<file path="src/crt_pkg.sv">
// Shared types and constants for the chunk receipt tracker.
// Used by crt_front, crt_back and crt_div; depends on nothing else.

package crt_pkg;

    localparam int ADDR_W   = 32;  // address field width
    localparam int LEN_W    = 25;  // byte_count field width
    localparam int MLEN_W   = 11;  // missing_length field width
    localparam int ROW_BITS = 64;  // bitmap bits per memory row
    localparam int ROW_SH   = 6;   // log2 of ROW_BITS

    localparam int QDEPTH = 2;     // command queue depth
    localparam int QPTR_W = 1;
    localparam int QCNT_W = 2;

    localparam logic [1:0] REQ_START = 2'd0;
    localparam logic [1:0] REQ_MARK  = 2'd1;
    localparam logic [1:0] REQ_QUERY = 2'd2;

    typedef enum logic [1:0] {
        CMD_START,
        CMD_MARK,
        CMD_QUERY,
        CMD_NOP
    } cmd_kind_t;

    typedef struct packed {
        cmd_kind_t           kind;
        logic [ADDR_W-1:0]   address;
        logic [LEN_W-1:0]    length;
    } cmd_t;

    typedef struct packed {
        logic pop;
        logic init;
    } back_ctl_t;

endpackage

</file>
<file path="src/crt_front.sv">
// Front end: decodes request words, saturates the transfer length and
// queues commands for the back end. Depends on crt_pkg.

module crt_front
    import crt_pkg::*;
#(
    parameter int MAX_CHUNKS  = 16384,
    parameter int CHUNK_BYTES = 1024
)
(
    input  logic              clk,
    input  logic              rst_n,
    input  logic              start,
    input  logic [1:0]        req_type,
    input  logic [ADDR_W-1:0] address,
    input  logic [LEN_W-1:0]  byte_count,
    input  back_ctl_t         ctl,
    output logic              busy,
    output logic              cmd_valid,
    output cmd_t              cmd
);

    localparam logic [63:0] CAP = 64'(MAX_CHUNKS) * 64'(CHUNK_BYTES);

    cmd_t              q_reg [QDEPTH];
    logic [QPTR_W-1:0] wr_ptr_reg, rd_ptr_reg;
    logic [QCNT_W-1:0] cnt_reg, cnt_next;
    logic              push;
    cmd_t              dec;

    always_comb
    begin
        dec.address = address;
        dec.length  = (64'(byte_count) > CAP) ? LEN_W'(CAP) : byte_count;
        unique case (req_type)
            REQ_START: dec.kind = CMD_START;
            REQ_MARK:  dec.kind = CMD_MARK;
            REQ_QUERY: dec.kind = CMD_QUERY;
            default:   dec.kind = CMD_NOP;
        endcase
    end

    assign busy      = (cnt_reg == QCNT_W'(QDEPTH)) || ctl.init;
    assign push      = start && !busy;
    assign cmd_valid = (cnt_reg != '0);
    assign cmd       = q_reg[rd_ptr_reg];

    always_comb
    begin
        cnt_next = cnt_reg;
        if (push && !ctl.pop)
            cnt_next = cnt_reg + 1'b1;
        else if (!push && ctl.pop)
            cnt_next = cnt_reg - 1'b1;
    end

    always_ff @(posedge clk or negedge rst_n)
    begin
        if (!rst_n)
        begin
            wr_ptr_reg <= '0;
            rd_ptr_reg <= '0;
            cnt_reg    <= '0;
        end
        else
        begin
            cnt_reg <= cnt_next;
            if (push)
                wr_ptr_reg <= wr_ptr_reg + 1'b1;
            if (ctl.pop)
                rd_ptr_reg <= rd_ptr_reg + 1'b1;
        end
    end

    always_ff @(posedge clk)
    begin
        if (push)
            q_reg[wr_ptr_reg] <= dec;
    end

endmodule

</file>
<file path="config.mk">
export PLATFORM = sky130hd
export DESIGN_NAME = crt_front
export DESIGN_NICKNAME = d
export VERILOG_FILES = /design/src/crt_pkg.sv /design/src/crt_front.sv
export SDC_FILE = /design/constraint.sdc
export NUM_CORES = 1
export LEC_CHECK = 0
export BUFFER_PORTS_ARGS = -buffer_cell sky130_fd_sc_hd__buf_2
export CORE_MARGIN = 10
export CORE_UTILIZATION = 44
export CTS_BUF_LIST = sky130_fd_sc_hd__clkbuf_4
export DETAILED_ROUTE_END_ITERATION = 8
export GPL_ROUTABILITY_DRIVEN = 0
export PLACE_DENSITY = 0.68
export SETUP_SLACK_MARGIN = 0.3
export SLEW_MARGIN = 25
export SYNTH_ARGS = -nofsm -noshare
export SYNTH_HDL_FRONTEND = slang
export SYNTH_SLANG_ARGS = --single-unit
</file>
<file path="constraint.sdc">
create_clock -name clk -period 4.2 [get_ports clk]
set_input_delay 0 -clock clk [delete_from_list [all_inputs] [get_ports clk]]
set_output_delay 0 -clock clk [all_outputs]
set_load 0.01 [all_outputs]
</file>
==> results of run 1 <==
-- cells in the final DEF, fill, tap and decap left out, types with 3 or more instances in the layout --
master and n:
sky130_fd_sc_hd__buf_2 124, sky130_fd_sc_hd__edfxtp_1 118, sky130_fd_sc_hd__dlygate4sd3_1 64, sky130_fd_sc_hd__mux2_4 59
sky130_fd_sc_hd__clkbuf_4 18, sky130_fd_sc_hd__and2b_1 15, sky130_fd_sc_hd__nor2b_1 9, sky130_fd_sc_hd__inv_1 6
sky130_fd_sc_hd__clkinvlp_4 5, sky130_fd_sc_hd__xnor2_1 3, sky130_fd_sc_hd__inv_6 3, sky130_fd_sc_hd__clkinv_2 3
sky130_fd_sc_hd__dfrtp_1 3
-- kinds of logic after synthesis --
family | after synthesis | share of synthesized area, %
buf+inv | 18 | 3.48
fa+ha+maj | 1 | 0.252
simple gates | 28 | 3.76
mux | 59 | 17.9
xor+xnor | 5 | 0.884
compound gates | 2 | 0.252
flops | 122 | 73.5
-- layout make-up --
type | instances | area, µm²
Fill cell | 843 | 4360
Clock inverter | 14 | 148
Timing Repair Buffer | 191 | 1300
Tap cell | 140 | 175
Sequential cell | 122 | 3650
Multi-Input combinational cell | 95 | 1150
Inverter | 6 | 22.5
Clock buffer | 18 | 135
-- layer usage --
layer  GRT usage (%)  vias up
li1                -     1287
met1            14.8     1297
met2            19.8       92
met3            6.00        2
met4            3.08        0
met5               0        -
-- metrics by stage --
stage / setup slack [ns] / instances / total power [mW] / utilization, % / cell area, µm²
floorplan: 0.646 / 235 / 2.49 / - / 4960
global placement: 2.08 / 489 / 2.73 / 51.5 / 5630
detailed placement: 1.95 / 490 / 2.76 / 51.7 / 5650
CTS: 1.93 / 586 / 3.61 / 60.1 / 6570
global route: 1.80 / 586 / 3.75 / 60.1 / 6570
finish: 1.99 / 586 / 3.55 / 60.1 / 6570
-- power groups by stage --
stage | Clock [mW] | Combinational, mW | Sequential (mW)
3_3_place_gp | 0 | 0.986 | 1.75
4_1_cts | 0.826 | 1.12 | 1.66
6_report | 0.800 | 1.09 | 1.66
5_1_grt | 0.888 | 1.18 | 1.68
3_5_place_dp | 0 | 1.07 | 1.69
2_1_floorplan | 0 | 0.905 | 1.59
-- critical path, stage by stage, from the launching register on --
cell	delay, ns
sky130_fd_sc_hd__dfrtp_1	0.43
sky130_fd_sc_hd__inv_1	0.08
sky130_fd_sc_hd__a21oi_1	0.18
sky130_fd_sc_hd__and3_2	0.62
sky130_fd_sc_hd__buf_4	0.53
-- worst min-delay path by stage --
stage                              end  cells after the start  slack (ns)   start
after floorplan             cnt_reg[0]                      0       -0.30   rst_n
after CTS                 q_reg[0][23]                      4        0.11  ctl[0]
final                     q_reg[0][20]                      4        0.17  ctl[0]
after global placement      rd_ptr_reg                      1       -0.19   rst_n
after global routing      q_reg[0][20]                      4        0.17  ctl[0]
after detailed placement    rd_ptr_reg                      1       -0.19   rst_n
==> implementation parameters, run 1 <==
Parameter                              Value

Clock tree
  CTS sink count ... roughly 120
  H-tree lvl count ... 4
  Reg clk slew, reported paths ... 0.11 ns
  Clock latency on the worst-skew pair ... between 0.4 and 0.5 ns
  CTS hold repair buffers ... 64
  CTS tree ... done
  Setup bufs post-CTS ... 0
  Quantity of gates resized following cts ... 0
  Clock Tree Buf Depth ... 2
  Clock Tree Root ... sky130_fd_sc_hd__clkbuf_4
  Number of buffers created by CTS ... 17

Drt
  Ratio of routed vias to standard cells ... 4.57
  Routed WL ... 9810 µm
  Met2 WL post-DR ... 4730 µm
  Metal1 wirelength ... 4240 µm
  Antenna viol nets, final ... 0
  Initial DRC Count ... 130
  Residual DRC count ... 0
  Met3 routed WL ... 792 µm
  Wire length per cell after detailed routing ... 16.7 µm
  Highest signal layer in the routed design ... met4
  Total vias in the final route ... 2678
  Drt first pass iters ... 5

Run status
  Status ... complete, no violations

Synth
  Synth area leaders ... sky130_fd_sc_hd__edfxtp_1 71%, sky130_fd_sc_hd__mux2_4 18%, sky130_fd_sc_hd__buf_12 2.4%
  Synthesized Nets ... 300
  Post-synthesis cell type count ... 17
  Sequential cell area fraction in the yosys report ... 73.5%
  Primary flip-flop cell chosen by synthesis mapping ... sky130_fd_sc_hd__edfxtp_1
  Area share of the largest cell type after synthesis ... 71.5%
  Seq cells post-synth ... 122
  Synthesized area per cell ... 21.1 µm²
  Synth async-reset ratio ... about 3.3%
  Number of synthesis warnings ... 0
  Top cells by count, synth ... 118 x sky130_fd_sc_hd__edfxtp_1, 59 x sky130_fd_sc_hd__mux2_4, 15 x sky130_fd_sc_hd__and2b_1
  Synthesized instance count ... 235
  EDFF count, synth ... 118
  Most instantiated library cell after synthesis ... sky130_fd_sc_hd__edfxtp_1
  Library cell with the largest summed area after synthesis ... sky130_fd_sc_hd__edfxtp_1
  Netlist area before placement ... 4960 µm²

Critical path
  End of the worst register-to-register path ... q_reg[1][2]
  Critical path type ... reg -> reg
  Required time at the endpoint of the critical path ... approximately 4.3 ns
  FF-to-FF Start ... cnt_reg[0]
  Critical Path Source Type ... flip-flop
  Reg2reg setup slack ... roughly 2 ns
  Capture point of the worst path ... q_reg[1][2]
  Critical path endpoint category ... flip-flop
  Critical Path Start ... cnt_reg[0]
  Maximum fanout along the worst path ... 35
  Depth of the worst register-to-register path ... 4
  Worst EP arrival ... 2.33 ns

Global routing
  Initial antenna violation count ... 0
  Number of global-route vias before repair ... around 3000
  Global-route wire length before repair ... 15700 µm
  Overall routing resource usage ... 12.4%
  Pin count of the biggest net entering global routing ... 45
  Leftover overflow at the end of global routing ... 0

STA
  Worst clock skew ... 0.0117 ns
  Unrepaired setup endpoints after global routing ... false
  Worst-case headroom to the max-slew limit ... 54.6%
  Hold violation total from the final report ... 0
  Maximum clock rate ... 453 MHz
  Fin crit period ... 2.21 ns
  Number of pins exceeding their max-slew limit in the final report ... 0
  Worst slack on hold paths ... ~0.17 ns
  Transition time at the pin with the least slew margin ... 0.680 ns
  Setup TNS after final layout ... 0 ns
  # setup viols final ... 0
  Final critical-path share of the clock period ... 52.5%

Floorplan
  Overall die area ... roughly 16000 µm²
  Die outline width ... 126 µm
  Core Region ... 10900 µm²
  Starting density of the core ... 45.3%
  Vert. Die Dim ... 126 µm
  Count of standard-cell rows ... 38
  Ports placed on the boundary ... 125

Pwr
  Pleak ... 2.70 nW
  Internal ... 2.50 mW
  Power per unit of standard cell area ... 541 nW/µm²
  Reported net switching power ... 1.05 mW
  Share of total power in sequential cells ... a little under half
  Comb pwr share ... 30.8%
  Clock network fraction of design power ... 22.5%
  Switching power as a share of total power ... 29.6%
  Highest ir drop seen on vdd ... a little under 0.0003 V

Cells and area
  Max reg flops ... 118
  Share of cells above drive strength 1 ... 49.6%
  Layout-stage area growth over the synthesis result ... 32.6%
  Number of antenna diodes ... 0
  Final net count ... 498

Placed design
  Post-detailed-placement half-perimeter wirelength ... about 6500 µm
  Count of input and output buffers ... roughly 120

Worst hold path
  Path type of the worst min-delay path ... in -> reg

Flow run
  Max cap viols ... 0
(Power assumes the default switching activity.)
==> run 2, diff against run 1 <==
==> constraint.sdc (replaced) <==
create_clock -name clk -period 2.3 [get_ports clk]
set_input_delay 0 -clock clk [delete_from_list [all_inputs] [get_ports clk]]
set_output_delay 0 -clock clk [all_outputs]
set_load 0.01 [all_outputs]
==> run 2 against run 1 <==
Compared with the run above:
- count of clock-buffer cells in the layout is 1 higher
- register-to-register slack got worse by 1.5 ns
- routed wire length down 0.42%
- hold slack worse by 0.013 ns
- maximum frequency up 24%
- critical path depth unchanged
- cell count is 1.0% higher
- highest routed layer unchanged
==> implementation parameters, run 2 (synthesized netlist as in run 1, its figures left out) <==
Parameter                              Value

Floorplan
  Starting density of the core ... approximately 45%
  Die outline width ... about 130 µm
  Ports placed on the boundary ... 125
  Core Region ... 10900 µm²
  Count of standard-cell rows ... 38
  Overall die area ... roughly 16000 µm²
  Vert. Die Dim ... 126 µm

Global routing
  Global-route wire length before repair ... between 15000 and 20000 µm
  Pin count of the biggest net entering global routing ... 39
  Overall routing resource usage ... about 12%
  Initial antenna violation count ... 0
  Leftover overflow at the end of global routing ... 0
  Number of global-route vias before repair ... around 3000

STA
  Maximum clock rate ... 560 MHz
  Worst clock skew ... 0.0182 ns
  Worst slack on hold paths ... approximately 0.15 ns
  Worst-case headroom to the max-slew limit ... ~66%
  Setup TNS after final layout ... 0 ns
  Number of pins exceeding their max-slew limit in the final report ... 0
  Worst-case setup margin in the final layout ... 0.516 ns
  # setup viols final ... 0
  Final critical-path share of the clock period ... just under 80%
  Hold violation total from the final report ... 0
  Fin crit period ... 1.78 ns
  Transition time at the pin with the least slew margin ... slightly above 0.5 ns
  Unrepaired setup endpoints after global routing ... false

Critical path
  Required time at the endpoint of the critical path ... 2.50 ns
  Largest stage delay, worst path ... 0.54 ns
  Critical path type ... reg -> reg
  Cell with the biggest individual delay on the critical path ... sky130_fd_sc_hd__and3_2
  Critical path endpoint category ... flip-flop
  Maximum fanout along the worst path ... 24
  List of cells traversed by the critical path ... inv_1 > a21oi_1 > and3_2 > buf_12
  Worst EP arrival ... 1.99 ns
  Critical Path Source Type ... flip-flop

Clock tree
  Clock Tree Buf Depth ... 2
  CTS sink count ... 122
  CTS tree ... done
  Clock latency on the worst-skew pair ... 0.50 ns
  Reg clk slew, reported paths ... 0.11 ns
  Number of buffers created by CTS ... 17
  Clock Tree Root ... sky130_fd_sc_hd__clkbuf_4
  H-tree lvl count ... 4

Pwr
  Highest ir drop seen on vdd ... 0.000569 V
  Power per unit of standard cell area ... 970 nW/µm²
  Pleak ... 2.72 nW

Run status
  Status ... complete, no violations

Placed design
  Post-detailed-placement half-perimeter wirelength ... 6400 µm
  Count of input and output buffers ... ~120
  Pre-CTS worst setup slack ... approximately 0.51 ns
  Placed cell areas ... about 5700 µm²

Cells and area
  Layout-stage area growth over the synthesis result ... 33.6%
  Number of inserted filler cells in the final layout ... 842
  Final net count ... between 500 and 600
  Post-route standard cell area excluding fillers ... about 6600 µm²
  Most common cell after layout, fill and taps aside ... sky130_fd_sc_hd__buf_2
  Max reg flops ... 118
  Number of antenna diodes ... 0
  Share of cells above drive strength 1 ... ~50%
  Commonest cells after routing, fill and taps aside ... 124 x sky130_fd_sc_hd__buf_2, 118 x sky130_fd_sc_hd__edfxtp_1, 64 x sky130_fd_sc_hd__dlygate4sd3_1

Drt
  Routed WL ... 9760 µm
  Antenna viol nets, final ... 0
  Total vias in the final route ... 2684
  Wire length per cell after detailed routing ... ~16 µm
  Ratio of routed vias to standard cells ... 4.53
  Residual DRC count ... 0
  Drt first pass iters ... 4
  Initial DRC Count ... approximately 130

Worst hold path
  Path type of the worst min-delay path ... in -> reg

Flow run
  Max cap viols ... 0
## run 2: path summary, 6_finish.rpt
path	start	endpoint	slack, ns	depth (start not counted)
setup / recovery	cnt_reg[0]	q_reg[1][38]	0.52	4
hold / removal	ctl[0]	cnt_reg[0]	0.15	6
setup reg to reg	cnt_reg[0]	q_reg[1][38]	0.52	4
hold reg to reg	cnt_reg[0]	cnt_reg[0]	0.55	1
max in group asynchronous	rst_n	rd_ptr_reg	1.72	3
min in group asynchronous	rst_n	cnt_reg[1]	0.38	3
## run 2: critical path: cells and delay by family (launching register included)
family / cells / cell delay, ns
simple gates: 1 / 0.54
flops: 1 / 0.43
compound gates: 1 / 0.18
buf+inv: 2 / 0.32
## run 2: what timing repair did
action,CTS,global route
endpoints found under the setup margin,40,16
hold endpoints to repair,126,0
gates resized for setup,1,0
setup buffers,1,2
hold buffers,64,0
## run 2: area by class of cell
type | instances | area (µm²) | area share [%]
inverter | 6 | 22.5 | 0.340
clock buffer | 19 | 143 | 2.15
tap | 140 | 175 | 2.65
clock inverter | 13 | 106 | 1.61
timing repair buffer | 197 | 1380 | 20.8
multi-input combinational | 95 | 1150 | 17.4
sequential | 122 | 3650 | 55.1
## run 2: through the flow
| step | instances | utilization [%] | total power, mW |
|---|---|---|---|
| global route | 592 | 60.5 | 6.79 |
| finish | 592 | 60.5 | 6.42 |
| detailed placement | 493 | 52.1 | 5.07 |
| CTS | 590 | 60.4 | 6.50 |
| global placement | 493 | 52.1 | 5.03 |
| floorplan | 235 | - | 4.55 |
## run 2: power by group
part	switching [mW]	total, mW	internal [mW]
registers	0.115	2.89	2.77
logic	1.02	2.23	1.21
clock network	0.757	1.30	0.546
## run 2: routing by layer
layer / track usage, % / wire, µm / up-vias
met1: 13.7 / 3920 / 1289
met3: 6.17 / 766 / 8
met5: 0 / 0 / -
met4: 4.29 / 113 / 0
li1: - / - / 1295
met2: 20.6 / 4960 / 92
==> run 3, diff against run 2 <==
--- a/config.mk
+++ b/config.mk
@@ -11,7 +11,7 @@
 export CTS_BUF_LIST = sky130_fd_sc_hd__clkbuf_4
 export DETAILED_ROUTE_END_ITERATION = 8
 export GPL_ROUTABILITY_DRIVEN = 0
-export PLACE_DENSITY = 0.68
+export PLACE_DENSITY = 0.71
 export SETUP_SLACK_MARGIN = 0.3
 export SLEW_MARGIN = 25
 export SYNTH_ARGS = -nofsm -noshare
==> constraint.sdc (replaced) <==
create_clock -name clk -period 1.64 [get_ports clk]
set_input_delay 0 -clock clk [delete_from_list [all_inputs] [get_ports clk]]
set_output_delay 0 -clock clk [all_outputs]
set_load 0.01 [all_outputs]
==> run 3 against run 2 <==
Compared with the run above:
- the run now ends with setup timing left
- critical endpoint is now cmd[0]
- count of clock-buffer cells in the layout shrank 2
- largest cell class unchanged
- worst setup slack got worse by 0.57 ns
- sequential power grew 40%
- first-iteration DRC count is 14% lower
- highest routed layer unchanged
==> implementation parameters, run 3 (synthesized netlist as in run 1, its figures left out) <==
Parameter                              Value

Flow run
  Max cap viols ... 0

Cells and area
  Final net count ... 533
  Number of inserted filler cells in the final layout ... 749
  Sequential Area ... 3650 µm²
  Share of cells above drive strength 1 ... 55.0%
  Most common cell after layout, fill and taps aside ... sky130_fd_sc_hd__edfxtp_1
  Final core area utilization ... 67.7%
  Max reg flops ... 118
  Multi-input logic area ... between 1000 and 1500 µm²
  Layout-stage area growth over the synthesis result ... 49.4%
  Number of antenna diodes ... 0
  Commonest cells after routing, fill and taps aside ... 118 x sky130_fd_sc_hd__edfxtp_1, 101 x sky130_fd_sc_hd__buf_2, 62 x sky130_fd_sc_hd__dlygate4sd3_1

STA
  # setup viols final ... 50
  Worst-case setup margin in the final layout ... -0.0550 ns
  Fin crit period ... 1.70 ns
  Worst slack on hold paths ... around 0.10 ns
  Final critical-path share of the clock period ... 103%
  Worst-case headroom to the max-slew limit ... 69.1%
  Transition time at the pin with the least slew margin ... 0.464 ns
  Hold violation total from the final report ... 0
  Number of pins exceeding their max-slew limit in the final report ... 0
  Maximum clock rate ... slightly below 600 MHz
  Worst clock skew ... between 0.015 and 0.02 ns
  Unrepaired setup endpoints after global routing ... true

Floorplan
  Core Region ... between 10000 and 15000 µm²
  Die outline width ... 126 µm
  Starting density of the core ... approximately 45%
  Overall die area ... 15900 µm²
  Ports placed on the boundary ... 125
  Count of standard-cell rows ... 38
  Vert. Die Dim ... 126 µm

Clock tree
  Clock latency on the worst-skew pair ... 0.48 ns
  Clock Tree Root ... sky130_fd_sc_hd__clkbuf_4
  CTS sink count ... 122
  H-tree lvl count ... 4
  CTS tree ... done
  Clock Tree Buf Depth ... 2
  Reg clk slew, reported paths ... 0.10 ns
  Number of buffers created by CTS ... 17

Global routing
  Initial antenna violation count ... 0
  Pin count of the biggest net entering global routing ... 29
  Leftover overflow at the end of global routing ... 0
  Number of global-route vias before repair ... ~3300
  Global-route wire length before repair ... 17900 µm
  Overall routing resource usage ... 14.4%

Critical path
  FF-to-FF Start ... cnt_reg[1]
  Maximum fanout along the worst path ... 28
  Critical path type ... reg -> out
  Required time at the endpoint of the critical path ... approximately 1.6 ns
  Critical path endpoint category ... output port
  End of the worst register-to-register path ... q_reg[0][37]
  Critical Path Source Type ... flip-flop
  Worst EP arrival ... 1.70 ns
  Depth of the worst register-to-register path ... 7
  Reg2reg setup slack ... 0.09 ns

Drt
  Residual DRC count ... 0
  Total vias in the final route ... 2906
  Metal1 wirelength ... 4630 µm
  Highest signal layer in the routed design ... met4
  Met2 WL post-DR ... 5890 µm
  Ratio of routed vias to standard cells ... between 4 and 5
  Drt first pass iters ... 4
  Routed WL ... 11600 µm
  Antenna viol nets, final ... 0
  Wire length per cell after detailed routing ... 18.7 µm
  Initial DRC Count ... 110
  Met3 routed WL ... 1000 µm

Placed design
  Post-detailed-placement half-perimeter wirelength ... 6550 µm
  Count of input and output buffers ... 124

Worst hold path
  Hold endpoint ... wr_ptr_reg
  Depth of the worst hold-timing path ... 5
  Path type of the worst min-delay path ... in -> reg
  Worst hold path startpoint ... start

Pwr
  Highest ir drop seen on vdd ... 0.000896 V
  Pleak ... just over 3 nW
  Power per unit of standard cell area ... 1390 nW/µm²
  Final Power ... 10.3 mW

Run status
  Status ... finished with violations
  Failing checks ... setup timing
## run 3: worst max-delay path by stage
stage / startpoint / end / slack, ns / cells after the start
floorplan: cnt_reg[1] / q_reg[0][0] / -0.28 / 3
global placement: cnt_reg[0] / q_reg[1][50] / 0.22 / 4
detailed placement: cnt_reg[0] / q_reg[1][50] / 0.17 / 4
CTS: rd_ptr_reg / cmd[0] / -0.11 / 3
global route: rd_ptr_reg / cmd[12] / -0.15 / 3
finish: rd_ptr_reg / cmd[0] / -0.06 / 3
## run 3: power by group
part / switching [mW] / internal [mW] / leakage (nW)
Sequential: 0.162 / 3.89 / 1.13
Clock: 1.10 / 0.875 / 0.136
Combinational: 1.76 / 2.52 / 1.79
Total: 3.02 / 7.28 / 3.05
## run 3: critical path, cell delays in order, from the launching register on
cell and delay, ns:
sky130_fd_sc_hd__dfrtp_4 0.49, sky130_fd_sc_hd__buf_12 0.25, sky130_fd_sc_hd__mux2_4 0.33, sky130_fd_sc_hd__buf_2 0.14
## run 3: timing repair
action	CTS	global route
hold buffers	62	0
gates resized for setup	43	11
endpoints found under the hold margin	124	0
gates cloned	10	2
setup buffers	16	4
endpoints found under the setup margin	179	180
pin swaps	7	3
## run 3: layout make-up
type	count	area share [%]
clock buffer	17	1.72
clock inverter	14	1.79
inverter	6	0.338
multi-input combinational	95	16.1
sequential	122	49.2
tap	140	2.36
timing repair buffer	226	28.5
## run 3: metal layers
metal / up-vias / GRT usage (%)
met3: 10 / 6.42
met5: - / 0
met4: 0 / 3.68
met1: 1425 / 15.7
li1: 1368 / -
met2: 103 / 25.0
## run 3: per-stage QoR
step | std cells | area (µm²) | setup WS [ns] | TNS [ns]
2_1_floorplan | 235 | 4970 | -0.283 | -27.89
3_3_place_gp | 495 | 5750 | 0.215 | 0
3_5_place_dp | 495 | 5750 | 0.171 | 0
4_1_cts | 614 | 7270 | -0.115 | -5.03
5_1_grt | 620 | 7410 | -0.153 | -7.07
6_report | 620 | 7410 | -0.0550 | -1.83
